===== config.mk =====
export PLATFORM = sky130hd
export DESIGN_NAME = chip8_instruction_encoder
export DESIGN_NICKNAME = d
export VERILOG_FILES = /design/src/rtl/c8enc_pkg.sv /design/src/rtl/chip8_instruction_encoder.sv /design/src/rtl/c8enc_core.sv
export SDC_FILE = /design/constraint.sdc
export NUM_CORES = 1
export LEC_CHECK = 0
export ABC_AREA = 1
export BUFFER_PORTS_ARGS = -buffer_cell sky130_fd_sc_hd__buf_2
export CORE_UTILIZATION = 55
export DETAILED_ROUTE_END_ITERATION = 10
export GPL_TIMING_DRIVEN = 0
export PLACE_DENSITY = 0.83
export SYNTH_ARGS = -nofsm -noshare
export SYNTH_HDL_FRONTEND = slang
export SYNTH_SLANG_ARGS = --single-unit

===== constraint.sdc =====
create_clock -name clk -period 4 [get_ports clk]
set_input_delay 0.6 -clock clk [delete_from_list [all_inputs] [get_ports clk]]
set_output_delay 0.6 -clock clk [all_outputs]
set_load 0.01 [all_outputs]

===== src/rtl/c8enc_pkg.sv =====
// Package with shared types, codes and slot-matching helper for the CHIP-8 encoder.
`timescale 1ns / 1ps

package c8enc_pkg;

  // Mnemonic codes
  localparam logic [4:0] ACT_CLS  = 5'd0;
  localparam logic [4:0] ACT_RET  = 5'd1;
  localparam logic [4:0] ACT_SYS  = 5'd2;
  localparam logic [4:0] ACT_JP   = 5'd3;
  localparam logic [4:0] ACT_CALL = 5'd4;
  localparam logic [4:0] ACT_SE   = 5'd5;
  localparam logic [4:0] ACT_SNE  = 5'd6;
  localparam logic [4:0] ACT_LD   = 5'd7;
  localparam logic [4:0] ACT_ADD  = 5'd8;
  localparam logic [4:0] ACT_OR   = 5'd9;
  localparam logic [4:0] ACT_AND  = 5'd10;
  localparam logic [4:0] ACT_XOR  = 5'd11;
  localparam logic [4:0] ACT_SUB  = 5'd12;
  localparam logic [4:0] ACT_SHR  = 5'd13;
  localparam logic [4:0] ACT_SUBN = 5'd14;
  localparam logic [4:0] ACT_SHL  = 5'd15;
  localparam logic [4:0] ACT_RND  = 5'd16;
  localparam logic [4:0] ACT_DRW  = 5'd17;
  localparam logic [4:0] ACT_SKP  = 5'd18;
  localparam logic [4:0] ACT_SKNP = 5'd19;

  // Argument kinds
  localparam logic [3:0] KIND_V   = 4'd0;
  localparam logic [3:0] KIND_I   = 4'd1;
  localparam logic [3:0] KIND_A   = 4'd2;
  localparam logic [3:0] KIND_IND = 4'd3;
  localparam logic [3:0] KIND_KEY = 4'd4;
  localparam logic [3:0] KIND_B   = 4'd5;
  localparam logic [3:0] KIND_N   = 4'd6;
  localparam logic [3:0] KIND_DT  = 4'd7;
  localparam logic [3:0] KIND_ST  = 4'd8;

  // I-register operand values
  localparam logic [11:0] IREG_I = 12'd0;
  localparam logic [11:0] IREG_F = 12'd1;
  localparam logic [11:0] IREG_B = 12'd2;

  // Status codes
  localparam logic [1:0] ST_OK      = 2'd0;
  localparam logic [1:0] ST_UNKNOWN = 2'd1;
  localparam logic [1:0] ST_NOMATCH = 2'd2;

  typedef struct packed {
    logic [4:0]  action;
    logic [1:0]  num_args;
    logic [3:0]  first_kind;
    logic [11:0] first_value;
    logic [3:0]  second_kind;
    logic [11:0] second_value;
    logic [3:0]  third_kind;
    logic [11:0] third_value;
  } instr_t;

  typedef struct packed {
    logic [15:0] machine_word;
    logic [1:0]  status;
  } result_t;

  // An address slot also takes a byte or nibble, a byte slot takes a nibble.
  function automatic logic fits(input logic [3:0] slot, input logic [3:0] kind);
    logic ok;
    if (kind == slot) begin
      ok = (kind <= KIND_ST);
    end else if (slot == KIND_A) begin
      ok = (kind == KIND_B) || (kind == KIND_N);
    end else if (slot == KIND_B) begin
      ok = (kind == KIND_N);
    end else begin
      ok = 1'b0;
    end
    return ok;
  endfunction

endpackage


===== src/rtl/chip8_instruction_encoder.sv =====
// Top level of the CHIP-8 instruction encoder: input register, encoder, result register.
`timescale 1ns / 1ps

// Channel  Dir  tdata bits                                      tuser bits
// in_      in   action, num_args, first/second/third_value      first/second/third_kind
// out_     out  machine_word, status                            -
//
// One instruction per cycle sustained while out_tready stays high; an input
// transfer is registered in the input register, then in the result register,
// and out_tvalid rises once the result register holds it.
// Throughput is set by the single encoder pass between the two registers.
// rst_n is synchronous and active low; it drops both valid flags.
// A stalled out_tready holds the result register; the input register still
// takes one more instruction before in_tready falls.

module chip8_instruction_encoder (
  input  logic        clk,
  input  logic        rst_n,
  input  logic        in_tvalid,
  output logic        in_tready,
  // [4:0] action, [6:5] num_args, [18:7] first_value, [30:19] second_value,
  // [42:31] third_value, [47:43] zero
  input  logic [47:0] in_tdata,
  // [3:0] first_kind, [7:4] second_kind, [11:8] third_kind
  input  logic [11:0] in_tuser,
  output logic        out_tvalid,
  input  logic        out_tready,
  // [15:0] machine_word, [17:16] status, [23:18] zero
  output logic [23:0] out_tdata
);

  logic                s1_vld_r, s1_vld_nxt;
  c8enc_pkg::instr_t   s1_r;
  logic                o_vld_r, o_vld_nxt;
  c8enc_pkg::result_t  o_r;
  c8enc_pkg::result_t  enc_res;
  logic                o_free;
  logic                s1_adv;
  logic                in_xfer;

  // Advance the input stage whenever the result register is free or draining
  assign o_free    = !o_vld_r || out_tready;
  assign s1_adv    = s1_vld_r && o_free;
  assign in_tready = !s1_vld_r || o_free;
  assign in_xfer   = in_tvalid && in_tready;

  always_comb begin
    s1_vld_nxt = s1_vld_r;
    if (in_xfer)     s1_vld_nxt = 1'b1;
    else if (s1_adv) s1_vld_nxt = 1'b0;
    o_vld_nxt = o_vld_r;
    if (s1_adv)      o_vld_nxt = 1'b1;
    else if (out_tready) o_vld_nxt = 1'b0;
  end

  always_ff @(posedge clk) begin
    if (!rst_n) begin
      s1_vld_r <= 1'b0;
      o_vld_r  <= 1'b0;
    end else begin
      s1_vld_r <= s1_vld_nxt;
      o_vld_r  <= o_vld_nxt;
    end
  end

  // Payload registers, no reset
  always_ff @(posedge clk) begin
    if (in_xfer) begin
      s1_r.action       <= in_tdata[4:0];
      s1_r.num_args     <= in_tdata[6:5];
      s1_r.first_value  <= in_tdata[18:7];
      s1_r.second_value <= in_tdata[30:19];
      s1_r.third_value  <= in_tdata[42:31];
      s1_r.first_kind   <= in_tuser[3:0];
      s1_r.second_kind  <= in_tuser[7:4];
      s1_r.third_kind   <= in_tuser[11:8];
    end
    if (s1_adv) begin
      o_r <= enc_res;
    end
  end

  c8enc_core u_core (
    .instr  (s1_r),
    .result (enc_res)
  );

  assign out_tvalid = o_vld_r;
  assign out_tdata  = {6'b0, o_r.status, o_r.machine_word};

  // A failed encode never carries a word
  a_zero_word: assert property (@(posedge clk) disable iff (!rst_n)
    (out_tvalid && o_r.status != c8enc_pkg::ST_OK) |-> (o_r.machine_word == 16'h0000))
    else $error("nonzero word with failing status");

  // Status code 3 is never produced
  a_status_range: assert property (@(posedge clk) disable iff (!rst_n)
    out_tvalid |-> (o_r.status != 2'd3))
    else $error("illegal status code");

  // An instruction in the input stage with a free result register lands next cycle
  a_advance: assert property (@(posedge clk) disable iff (!rst_n)
    (s1_vld_r && o_free) |=> out_tvalid)
    else $error("input stage did not advance");

  // An empty input stage always takes a transfer
  a_ready_empty: assert property (@(posedge clk) disable iff (!rst_n)
    !s1_vld_r |-> in_tready)
    else $error("input stage empty but not ready");

  // A stalled result is not overwritten
  a_hold: assert property (@(posedge clk) disable iff (!rst_n)
    (out_tvalid && !out_tready) |=> (out_tvalid && $stable(o_r)))
    else $error("stalled result changed");

endmodule


===== src/rtl/c8enc_core.sv =====
// Combinational pattern check and word packing for one CHIP-8 instruction.
`timescale 1ns / 1ps

module c8enc_core (
  input  c8enc_pkg::instr_t  instr,
  output c8enc_pkg::result_t result
);

  logic [1:0]  cnt;
  logic [3:0]  k0, k1, k2;
  logic [11:0] v0, v1, v2;
  logic [15:0] rx, ry, ry8, kk, a0, a1;
  logic        p0, p1a, p1v, p2va, p2vb, p2vv, p2ia, p2vdt, p2vkey;
  logic        p2dtv, p2stv, p2iv, p2indv, p2vind, p3vvn;
  logic [15:0] w;
  logic [1:0]  st;

  assign cnt = instr.num_args;
  assign k0  = instr.first_kind;
  assign k1  = instr.second_kind;
  assign k2  = instr.third_kind;
  assign v0  = instr.first_value;
  assign v1  = instr.second_value;
  assign v2  = instr.third_value;

  assign rx  = {4'b0, v0[3:0], 8'b0};
  assign ry  = {8'b0, v1[3:0], 4'b0};
  assign ry8 = {4'b0, v1[3:0], 8'b0};
  assign kk  = {8'b0, v1[7:0]};
  assign a0  = {4'b0, v0};
  assign a1  = {4'b0, v1};

  // Pattern hits: count must equal the pattern length
  assign p0     = (cnt == 2'd0);
  assign p1a    = (cnt == 2'd1) && c8enc_pkg::fits(c8enc_pkg::KIND_A, k0);
  assign p1v    = (cnt == 2'd1) && c8enc_pkg::fits(c8enc_pkg::KIND_V, k0);
  assign p2va   = (cnt == 2'd2) && c8enc_pkg::fits(c8enc_pkg::KIND_V, k0)
                  && c8enc_pkg::fits(c8enc_pkg::KIND_A, k1);
  assign p2vb   = (cnt == 2'd2) && c8enc_pkg::fits(c8enc_pkg::KIND_V, k0)
                  && c8enc_pkg::fits(c8enc_pkg::KIND_B, k1);
  assign p2vv   = (cnt == 2'd2) && c8enc_pkg::fits(c8enc_pkg::KIND_V, k0)
                  && c8enc_pkg::fits(c8enc_pkg::KIND_V, k1);
  assign p2ia   = (cnt == 2'd2) && c8enc_pkg::fits(c8enc_pkg::KIND_I, k0)
                  && c8enc_pkg::fits(c8enc_pkg::KIND_A, k1);
  assign p2vdt  = (cnt == 2'd2) && c8enc_pkg::fits(c8enc_pkg::KIND_V, k0)
                  && c8enc_pkg::fits(c8enc_pkg::KIND_DT, k1);
  assign p2vkey = (cnt == 2'd2) && c8enc_pkg::fits(c8enc_pkg::KIND_V, k0)
                  && c8enc_pkg::fits(c8enc_pkg::KIND_KEY, k1);
  assign p2dtv  = (cnt == 2'd2) && c8enc_pkg::fits(c8enc_pkg::KIND_DT, k0)
                  && c8enc_pkg::fits(c8enc_pkg::KIND_V, k1);
  assign p2stv  = (cnt == 2'd2) && c8enc_pkg::fits(c8enc_pkg::KIND_ST, k0)
                  && c8enc_pkg::fits(c8enc_pkg::KIND_V, k1);
  assign p2iv   = (cnt == 2'd2) && c8enc_pkg::fits(c8enc_pkg::KIND_I, k0)
                  && c8enc_pkg::fits(c8enc_pkg::KIND_V, k1);
  assign p2indv = (cnt == 2'd2) && c8enc_pkg::fits(c8enc_pkg::KIND_IND, k0)
                  && c8enc_pkg::fits(c8enc_pkg::KIND_V, k1);
  assign p2vind = (cnt == 2'd2) && c8enc_pkg::fits(c8enc_pkg::KIND_V, k0)
                  && c8enc_pkg::fits(c8enc_pkg::KIND_IND, k1);
  assign p3vvn  = (cnt == 2'd3) && c8enc_pkg::fits(c8enc_pkg::KIND_V, k0)
                  && c8enc_pkg::fits(c8enc_pkg::KIND_V, k1)
                  && c8enc_pkg::fits(c8enc_pkg::KIND_N, k2);

  always_comb begin
    w  = 16'h0000;
    st = c8enc_pkg::ST_NOMATCH;
    case (instr.action)
      c8enc_pkg::ACT_CLS: begin
        if (p0) begin w = 16'h00E0; st = c8enc_pkg::ST_OK; end
      end
      c8enc_pkg::ACT_RET: begin
        if (p0) begin w = 16'h00EE; st = c8enc_pkg::ST_OK; end
      end
      c8enc_pkg::ACT_SYS: begin
        if (p1a) begin w = a0; st = c8enc_pkg::ST_OK; end
      end
      c8enc_pkg::ACT_JP: begin
        // A register jump base must be V0
        if (!(cnt != 2'd0 && k0 == c8enc_pkg::KIND_V && v0 != 12'd0)) begin
          if (p1a) begin
            w = 16'h1000 | a0; st = c8enc_pkg::ST_OK;
          end else if (p2va) begin
            w = 16'hB000 | a1; st = c8enc_pkg::ST_OK;
          end
        end
      end
      c8enc_pkg::ACT_CALL: begin
        if (p1a) begin w = 16'h2000 | a0; st = c8enc_pkg::ST_OK; end
      end
      c8enc_pkg::ACT_SE, c8enc_pkg::ACT_SNE: begin
        if (p2vb) begin
          w = ((instr.action == c8enc_pkg::ACT_SE) ? 16'h3000 : 16'h4000) | rx | kk;
          st = c8enc_pkg::ST_OK;
        end else if (p2vv) begin
          w = ((instr.action == c8enc_pkg::ACT_SE) ? 16'h5000 : 16'h9000) | rx | ry;
          st = c8enc_pkg::ST_OK;
        end
      end
      c8enc_pkg::ACT_LD: begin
        st = c8enc_pkg::ST_OK;
        if (p2vb)                                  w = 16'h6000 | rx | kk;
        else if (p2vv)                             w = 16'h8000 | rx | ry;
        else if (p2ia && v0 == c8enc_pkg::IREG_I)  w = 16'hA000 | a1;
        else if (p2vdt)                            w = 16'hF007 | rx;
        else if (p2vkey)                           w = 16'hF00A | rx;
        else if (p2dtv)                            w = 16'hF015 | ry8;
        else if (p2stv)                            w = 16'hF018 | ry8;
        else if (p2iv && v0 == c8enc_pkg::IREG_F)  w = 16'hF029 | ry8;
        else if (p2iv && v0 == c8enc_pkg::IREG_B)  w = 16'hF033 | ry8;
        else if (p2indv)                           w = 16'hF055 | ry8;
        else if (p2vind)                           w = 16'hF065 | rx;
        else                                       st = c8enc_pkg::ST_NOMATCH;
      end
      c8enc_pkg::ACT_ADD: begin
        st = c8enc_pkg::ST_OK;
        if (p2vb)                                  w = 16'h7000 | rx | kk;
        else if (p2vv)                             w = 16'h8004 | rx | ry;
        else if (p2iv && v0 == c8enc_pkg::IREG_I)  w = 16'hF01E | ry8;
        else                                       st = c8enc_pkg::ST_NOMATCH;
      end
      c8enc_pkg::ACT_OR: begin
        if (p2vv) begin w = 16'h8001 | rx | ry; st = c8enc_pkg::ST_OK; end
      end
      c8enc_pkg::ACT_AND: begin
        if (p2vv) begin w = 16'h8002 | rx | ry; st = c8enc_pkg::ST_OK; end
      end
      c8enc_pkg::ACT_XOR: begin
        if (p2vv) begin w = 16'h8003 | rx | ry; st = c8enc_pkg::ST_OK; end
      end
      c8enc_pkg::ACT_SUB: begin
        if (p2vv) begin w = 16'h8005 | rx | ry; st = c8enc_pkg::ST_OK; end
      end
      c8enc_pkg::ACT_SUBN: begin
        if (p2vv) begin w = 16'h8007 | rx | ry; st = c8enc_pkg::ST_OK; end
      end
      c8enc_pkg::ACT_SHR, c8enc_pkg::ACT_SHL: begin
        if (p2vv) begin
          w = ((instr.action == c8enc_pkg::ACT_SHR) ? 16'h8006 : 16'h800E) | rx | ry;
          st = c8enc_pkg::ST_OK;
        end else if (p1v) begin
          w = ((instr.action == c8enc_pkg::ACT_SHR) ? 16'h8006 : 16'h800E) | rx;
          st = c8enc_pkg::ST_OK;
        end
      end
      c8enc_pkg::ACT_RND: begin
        if (p2vb) begin w = 16'hC000 | rx | kk; st = c8enc_pkg::ST_OK; end
      end
      c8enc_pkg::ACT_DRW: begin
        if (p3vvn) begin
          w = 16'hD000 | rx | ry | {12'b0, v2[3:0]}; st = c8enc_pkg::ST_OK;
        end
      end
      c8enc_pkg::ACT_SKP: begin
        if (p1v) begin w = 16'hE09E | rx; st = c8enc_pkg::ST_OK; end
      end
      c8enc_pkg::ACT_SKNP: begin
        if (p1v) begin w = 16'hE0A1 | rx; st = c8enc_pkg::ST_OK; end
      end
      default: st = c8enc_pkg::ST_UNKNOWN;
    endcase
    // Word is zero on any failure
    if (st != c8enc_pkg::ST_OK) w = 16'h0000;
  end

  assign result.machine_word = w;
  assign result.status       = st;

endmodule


# == Word-level counts from Yosys, hierarchy flattened ==
# Index checks and enable logic that the tools add are counted.
# classes
order_cmp,3
n_eq_ne,38
muxes,81
bitwise,18
reduce_logical,51
# op_table
op,n
2-to-1 mux 16 bit,31
case mux 16 bit (18 select lines),1
OR 16 x 8 -> 16 bit,12
2-to-1 mux 2 bit,25
OR 16 x 12 -> 16 bit,3
== test 5 x 4 -> 1 bit (second input constant),8
== test 4 x 3 -> 1 bit (second input constant),8
OR 15 x 8 -> 15 bit,2
logical AND 1 bit,29
case mux 2 bit (11 select lines),1
== test 5 x 3 -> 1 bit (second input constant),4
== test 5 bit (second input constant),4
2-to-1 mux 1 bit,17
== test 4 x 2 -> 1 bit (second input constant),4
2-to-1 mux 8 bit,2
OR 16 x 4 -> 16 bit,1
2-to-1 mux 15 bit,1
2-to-1 mux 14 bit,1
== test 12 x 1 -> 1 bit (second input constant),1
== test 12 x 2 -> 1 bit (second input constant),1
<= comparator 4 bit (second input constant),3
zero test 12 bit,1
2-to-1 mux 12 bit,1
nonzero test 12 bit,1
15 further kinds,29
# word_totals
regBits,67
wordCells,203

# == Longest topological paths before layout ==
# depth
word_depth,17
depth_mapped,13

# == Modules after synthesis ==
# A second synthesis with hierarchy kept.
# unflattened
cells_unflattened,550
hier_area_um2,4566.9
# modules_own_cells
mod,n_inst,cells_per_inst,area_per_inst_um2
chip8_instruction_encoder,1,93,2336.0
c8enc_core,1,457,2230.9

# == Worst setup path before layout ==
# OpenSTA, ideal clock, no wires.
# synth_timing
kind,input -> register
startpoint,input port out_tready
endpoint,register s1_r[0] in the netlist's numbering (enable)
arrival_ns,1.804
required_time_ns,3.599
slack_ns,1.795
cell_stages,4
n_path_buf,0
path_cell_list,inv_1 > nand3_1 > nand2_1 > inv_1
# synth_via
elab_chain_len,3
# synth_lines
item,line,source
start: declaration,chip8_instruction_encoder.sv:27,"input logic out_tready,"
logical OR 1 bit,chip8_instruction_encoder.sv:42,assign o_free = !o_vld_r || out_tready;
logical OR 1 bit,chip8_instruction_encoder.sv:44,assign in_tready = !s1_vld_r || o_free;
named net in_tready,chip8_instruction_encoder.sv:20,"output logic in_tready,"
logical AND 1 bit,chip8_instruction_encoder.sv:45,assign in_xfer = in_tvalid && in_tready;
named net in_xfer,chip8_instruction_encoder.sv:39,logic in_xfer;
end: declaration,chip8_instruction_encoder.sv:33,c8enc_pkg::instr_t s1_r;
# The timed path passes the listed nets, and every way through them passes these cells.
# A chain may end at the register's enable or synchronous reset.

# == Worst setup path in the final report ==
# layout_timing
startpoint,register s1_r[48] in the netlist's numbering
endpoint,"register o_r, in the netlist out_tdata[2], data pin"
# layout_via
elab_chain_len,16
# layout_lines
item,line,source
== test 2 bit,n/a,
logical AND 1 bit,n/a,
logical AND 1 bit,c8enc_core.sv:58,"&& c8enc_pkg::fits(c8enc_pkg::KIND_IND, k1);"
2-to-1 mux 2 bit,c8enc_core.sv:110,else if (p2vind) w = 16'hF065 | rx;
2-to-1 mux 2 bit,c8enc_core.sv:109,else if (p2indv) w = 16'hF055 | ry8;
2-to-1 mux 2 bit,c8enc_core.sv:108,else if (p2iv && v0 == c8enc_pkg::IREG_B) w = 16'hF033 | ry8;
2-to-1 mux 2 bit,c8enc_core.sv:107,else if (p2iv && v0 == c8enc_pkg::IREG_F) w = 16'hF029 | ry8;
2-to-1 mux 2 bit,c8enc_core.sv:106,else if (p2stv) w = 16'hF018 | ry8;
2-to-1 mux 2 bit,c8enc_core.sv:105,else if (p2dtv) w = 16'hF015 | ry8;
2-to-1 mux 2 bit,c8enc_core.sv:104,else if (p2vkey) w = 16'hF00A | rx;
2-to-1 mux 2 bit,c8enc_core.sv:103,else if (p2vdt) w = 16'hF007 | rx;
2-to-1 mux 2 bit,c8enc_core.sv:102,else if (p2ia && v0 == c8enc_pkg::IREG_I) w = 16'hA000 | a1;
2-to-1 mux 2 bit,c8enc_core.sv:101,else if (p2vv) w = 16'h8000 | rx | ry;
2-to-1 mux 2 bit,c8enc_core.sv:100,if (p2vb) w = 16'h6000 | rx | kk;
case mux 2 bit (11 select lines),c8enc_core.sv:66,case (instr.action)
nonzero test 2 bit,c8enc_core.sv:161,if (st != c8enc_pkg::ST_OK) w = 16'h0000;
end signal: assignment,chip8_instruction_encoder.sv:79,o_r <= enc_res;
end: declaration,chip8_instruction_encoder.sv:35,c8enc_pkg::result_t o_r;
# Parallel ways exist; a longest one is shown, timed or not.

==> metrics.csv <==
stage;metric;value;unit
worst_setup_path;timing.rr.start;s1_r[48]$_DFFE_PP_;
die;io_pins;90;
yosys;seq_area_frac_synth;46.3;%
worst_setup_path;arrival;2410;ps
yosys;synthFlopType;edfxtp_1;
power;total_power;1.50;mW
yosys;yosysMostFrequentCell;nand2_1;
power;p_int;1.09;mW
power;p_clk_share;34.4;%
clock_network;clk_latency;350;ps
sta;finalSetupTns;0;ps
routing;ant_nets;0;
sta;setup_violations;0;
sta;hold_viol_final;0;
placement;dpl_cell_area;4800;sq um
yosys;synth-seq-cells;67;
sta;tightest_slew;992;ps
clock_network;clockBufferDepth;2;
placement;gp_congestion;0.955;
hold_path;hp-class;input port to register;
clock_network;cts_hold_buffers;0;
sta;hold_ws;412;ps
clock_network;cts_buffers;9;
yosys;syn-cell-area;4300;sq um
power;power.static_leakage;2.40;nW
placement;pre_cts_ws;1760;ps
routing;drt_pass1_iterations;9;
yosys;synth_warnings;0;
clock_network;cts.sinks;67;
cells_and_area;nFillCells;645;
routing;num_vias;4193;
yosys;async_flop_share;0;%
routing;drc;0;
worst_setup_path;reg2reg_slack;1660;ps
clock_network;cts-resized-gates;0;
cells_and_area;multi_input_area;2000;sq um
cells_and_area;antenna_cells;0;
die;start_util;58.1;%
yosys;yosys-top-cells-count;nand2_1, nor2_1, edfxtp_1, inv_1, nand3_1;
yosys;synth-edff-count;65;
sta;relSlewSlack;33.8;%
clock_network;postCtsSetupRepairBufs;0;
die;core-area;7410;sq um
global_routing;antenna_found_initial;0;
worst_setup_path;crit_path_end;out_tdata[2]$_SDFFCE_PP0P_;
routing;drt-initial-drc-count;425;
routing;drt-total-wl;12.3;mm
power;power.density;302;nW/um^2
sta;rsz0062_at_grt;false;
yosys;synth_top_area_share;45.4;%
global_routing;grt_pass1_wl;19.1;mm
sta;period_minus_slack;2340;ps
cells_and_area;fin_nets;703;
worst_setup_path;r2r_end;out_tdata[2]$_SDFFCE_PP0P_;
run;maxCapViolations;0;
yosys;postSynthCellCount;553;
worst_setup_path;cp.required;4070;ps
clock_network;h-tree-depth;3;
cells_and_area;drive_above_1_share;21.4;%
sta;skew;14.2;ps
clock_network;clk_pin_slew;90;ps
clock_network;root_buffer;clkbuf_8;
sta;fmax;0.428;GHz
sta;worst_slack;1660;ps
yosys;synth_area_leaders;edfxtp_1, nand2_1, nor2_1, nand3_1, inv_1;
power;p_switching;0.412;mW
power;p_comb_share;9.7;%
routing;drt-wirelength-per-cell;16.6;um
placement;portBuffers;70;
global_routing;grt_usage;30.7;%
sta;drv_slew;0;
worst_setup_path;cp-startpoint;s1_r[48]$_DFFE_PP_;
die;die_area;8180;sq um
sta;final.period_utilization;58.4;%
die;fp.dieH;90.4;um
worst_setup_path;worstSetupStartpointType;register;
cells_and_area;register_area;1990;sq um
yosys;synth.largest_area_cell;edfxtp_1;
yosys;ys_types;37;
power;power_frac_seq;55.9;%
worst_setup_path;r2r_cells;10;
worst_setup_path;path_max_fanout;5;
clock_network;cts_tree;done;
worst_setup_path;end_kind;register;
routing;via_per_inst;5.64;
die;die_w;90.4;um
placement;dp.final_hpwl;9.60;mm
die;fp-row-count;31;
yosys;avgSynthCellArea;7.78;sq um
global_routing;grt_pass1_vias;3860;
cells_and_area;areaGrowthSynthToFinish;15.6;%
global_routing;grt_max_degree;48;
cells_and_area;fin_area;4970;sq um
power;ir_drop;0.000221;V
global_routing;grt-ovfl-total;0;
status;status;finished clean;
worst_setup_path;crit_type;register to register;
power;swShare;27.5;%
## worst max-delay path: stages (launching register included)
cell      delay, ps
edfxtp_1        490
inv_2           120
nor2_1           50
nand3_1         190
inv_1           110
nand3_1         160
o21ai_0         180
nor2_1          130
nand2_1          90
nor3b_1         420
nand4_1         130
## power by group through the flow
stage | Clock (mW) | Combinational [mW] | Sequential, mW
after floorplan | 0 | 0.0868 | 0.851
final | 0.516 | 0.146 | 0.840
after global routing | 0.545 | 0.160 | 0.845
after detailed placement | 0 | 0.144 | 0.855
after global placement | 0 | 0.139 | 0.854
after CTS | 0.515 | 0.144 | 0.839
## cell type report
class,instances,area share [%]
plain buffers,10,1.56
multi-input cells,412,40.1
flip-flops and latches,67,40.1
repair buffers,70,7.04
inverters,69,5.21
clock inverters,7,1.03
clock buffers,9,2.49
well taps,99,2.49
## flip-flops by register name, summed over array words and instances, names as in the netlist
signal	cells
s1_vld_r	1
out_tdata	18
s1_r	47
out_tvalid	1
## cell families (layout without fill, tap and decap cells)
family,after synthesis,after routing,synth area share (%)
buffers and inverters,79,165,7.82
AO/OA/AOI/OAI,68,68,8.41
flip-flops,67,67,46.3
AND/OR/NAND/NOR,338,338,37.4
other,1,6,0.0872
## metrics by stage
step,util (%),instances
global placement,64.7,727
CTS,67.1,743
floorplan,-,558
finish,67.1,743
detailed placement,64.8,727
global route,67.1,743
## cell usage in the layout, fill, tap and decap left out, drive strengths merged, types with 2 or more instances in the layout
master and instances:
nand3b 6, inv 71, o21ai 37, nand3 53
buf 80, edfxtp 65, conb 6, o211ai 2
o21bai 2, nor3 9, clkbuf 9, a21oi 23
nor2 90, nor4 2, or2 3, nand4 10
nor3b 2, dfxtp 2, clkinvlp 2, clkinv 3
nand2 161
## worst min-delay path by stage
stage,end,cells past startpoint,startpoint,slack (ps)
final,s1_r[48]$_DFFE_PP_,1,in_tdata[5],410
after global routing,s1_r[30]$_DFFE_PP_,1,in_tuser[6],410
after CTS,s1_r[30]$_DFFE_PP_,1,in_tuser[6],410
after floorplan,out_tvalid$_SDFFE_PN0P_,2,s1_vld_r$_SDFFE_PN0P_,450
after global placement,out_tvalid$_SDFFE_PN0P_,2,s1_vld_r$_SDFFE_PN0P_,450
after detailed placement,out_tvalid$_SDFFE_PN0P_,2,s1_vld_r$_SDFFE_PN0P_,500
## per-layer routing
metal,vias up,global-route usage [%],wire length [um]
met2,273,50.0,5640
li1,2004,-,-
met1,1875,39.9,5080
met5,-,0,0
met4,0,15.1,446
met3,41,5.05,1150
(Power assumes the default switching activity.)
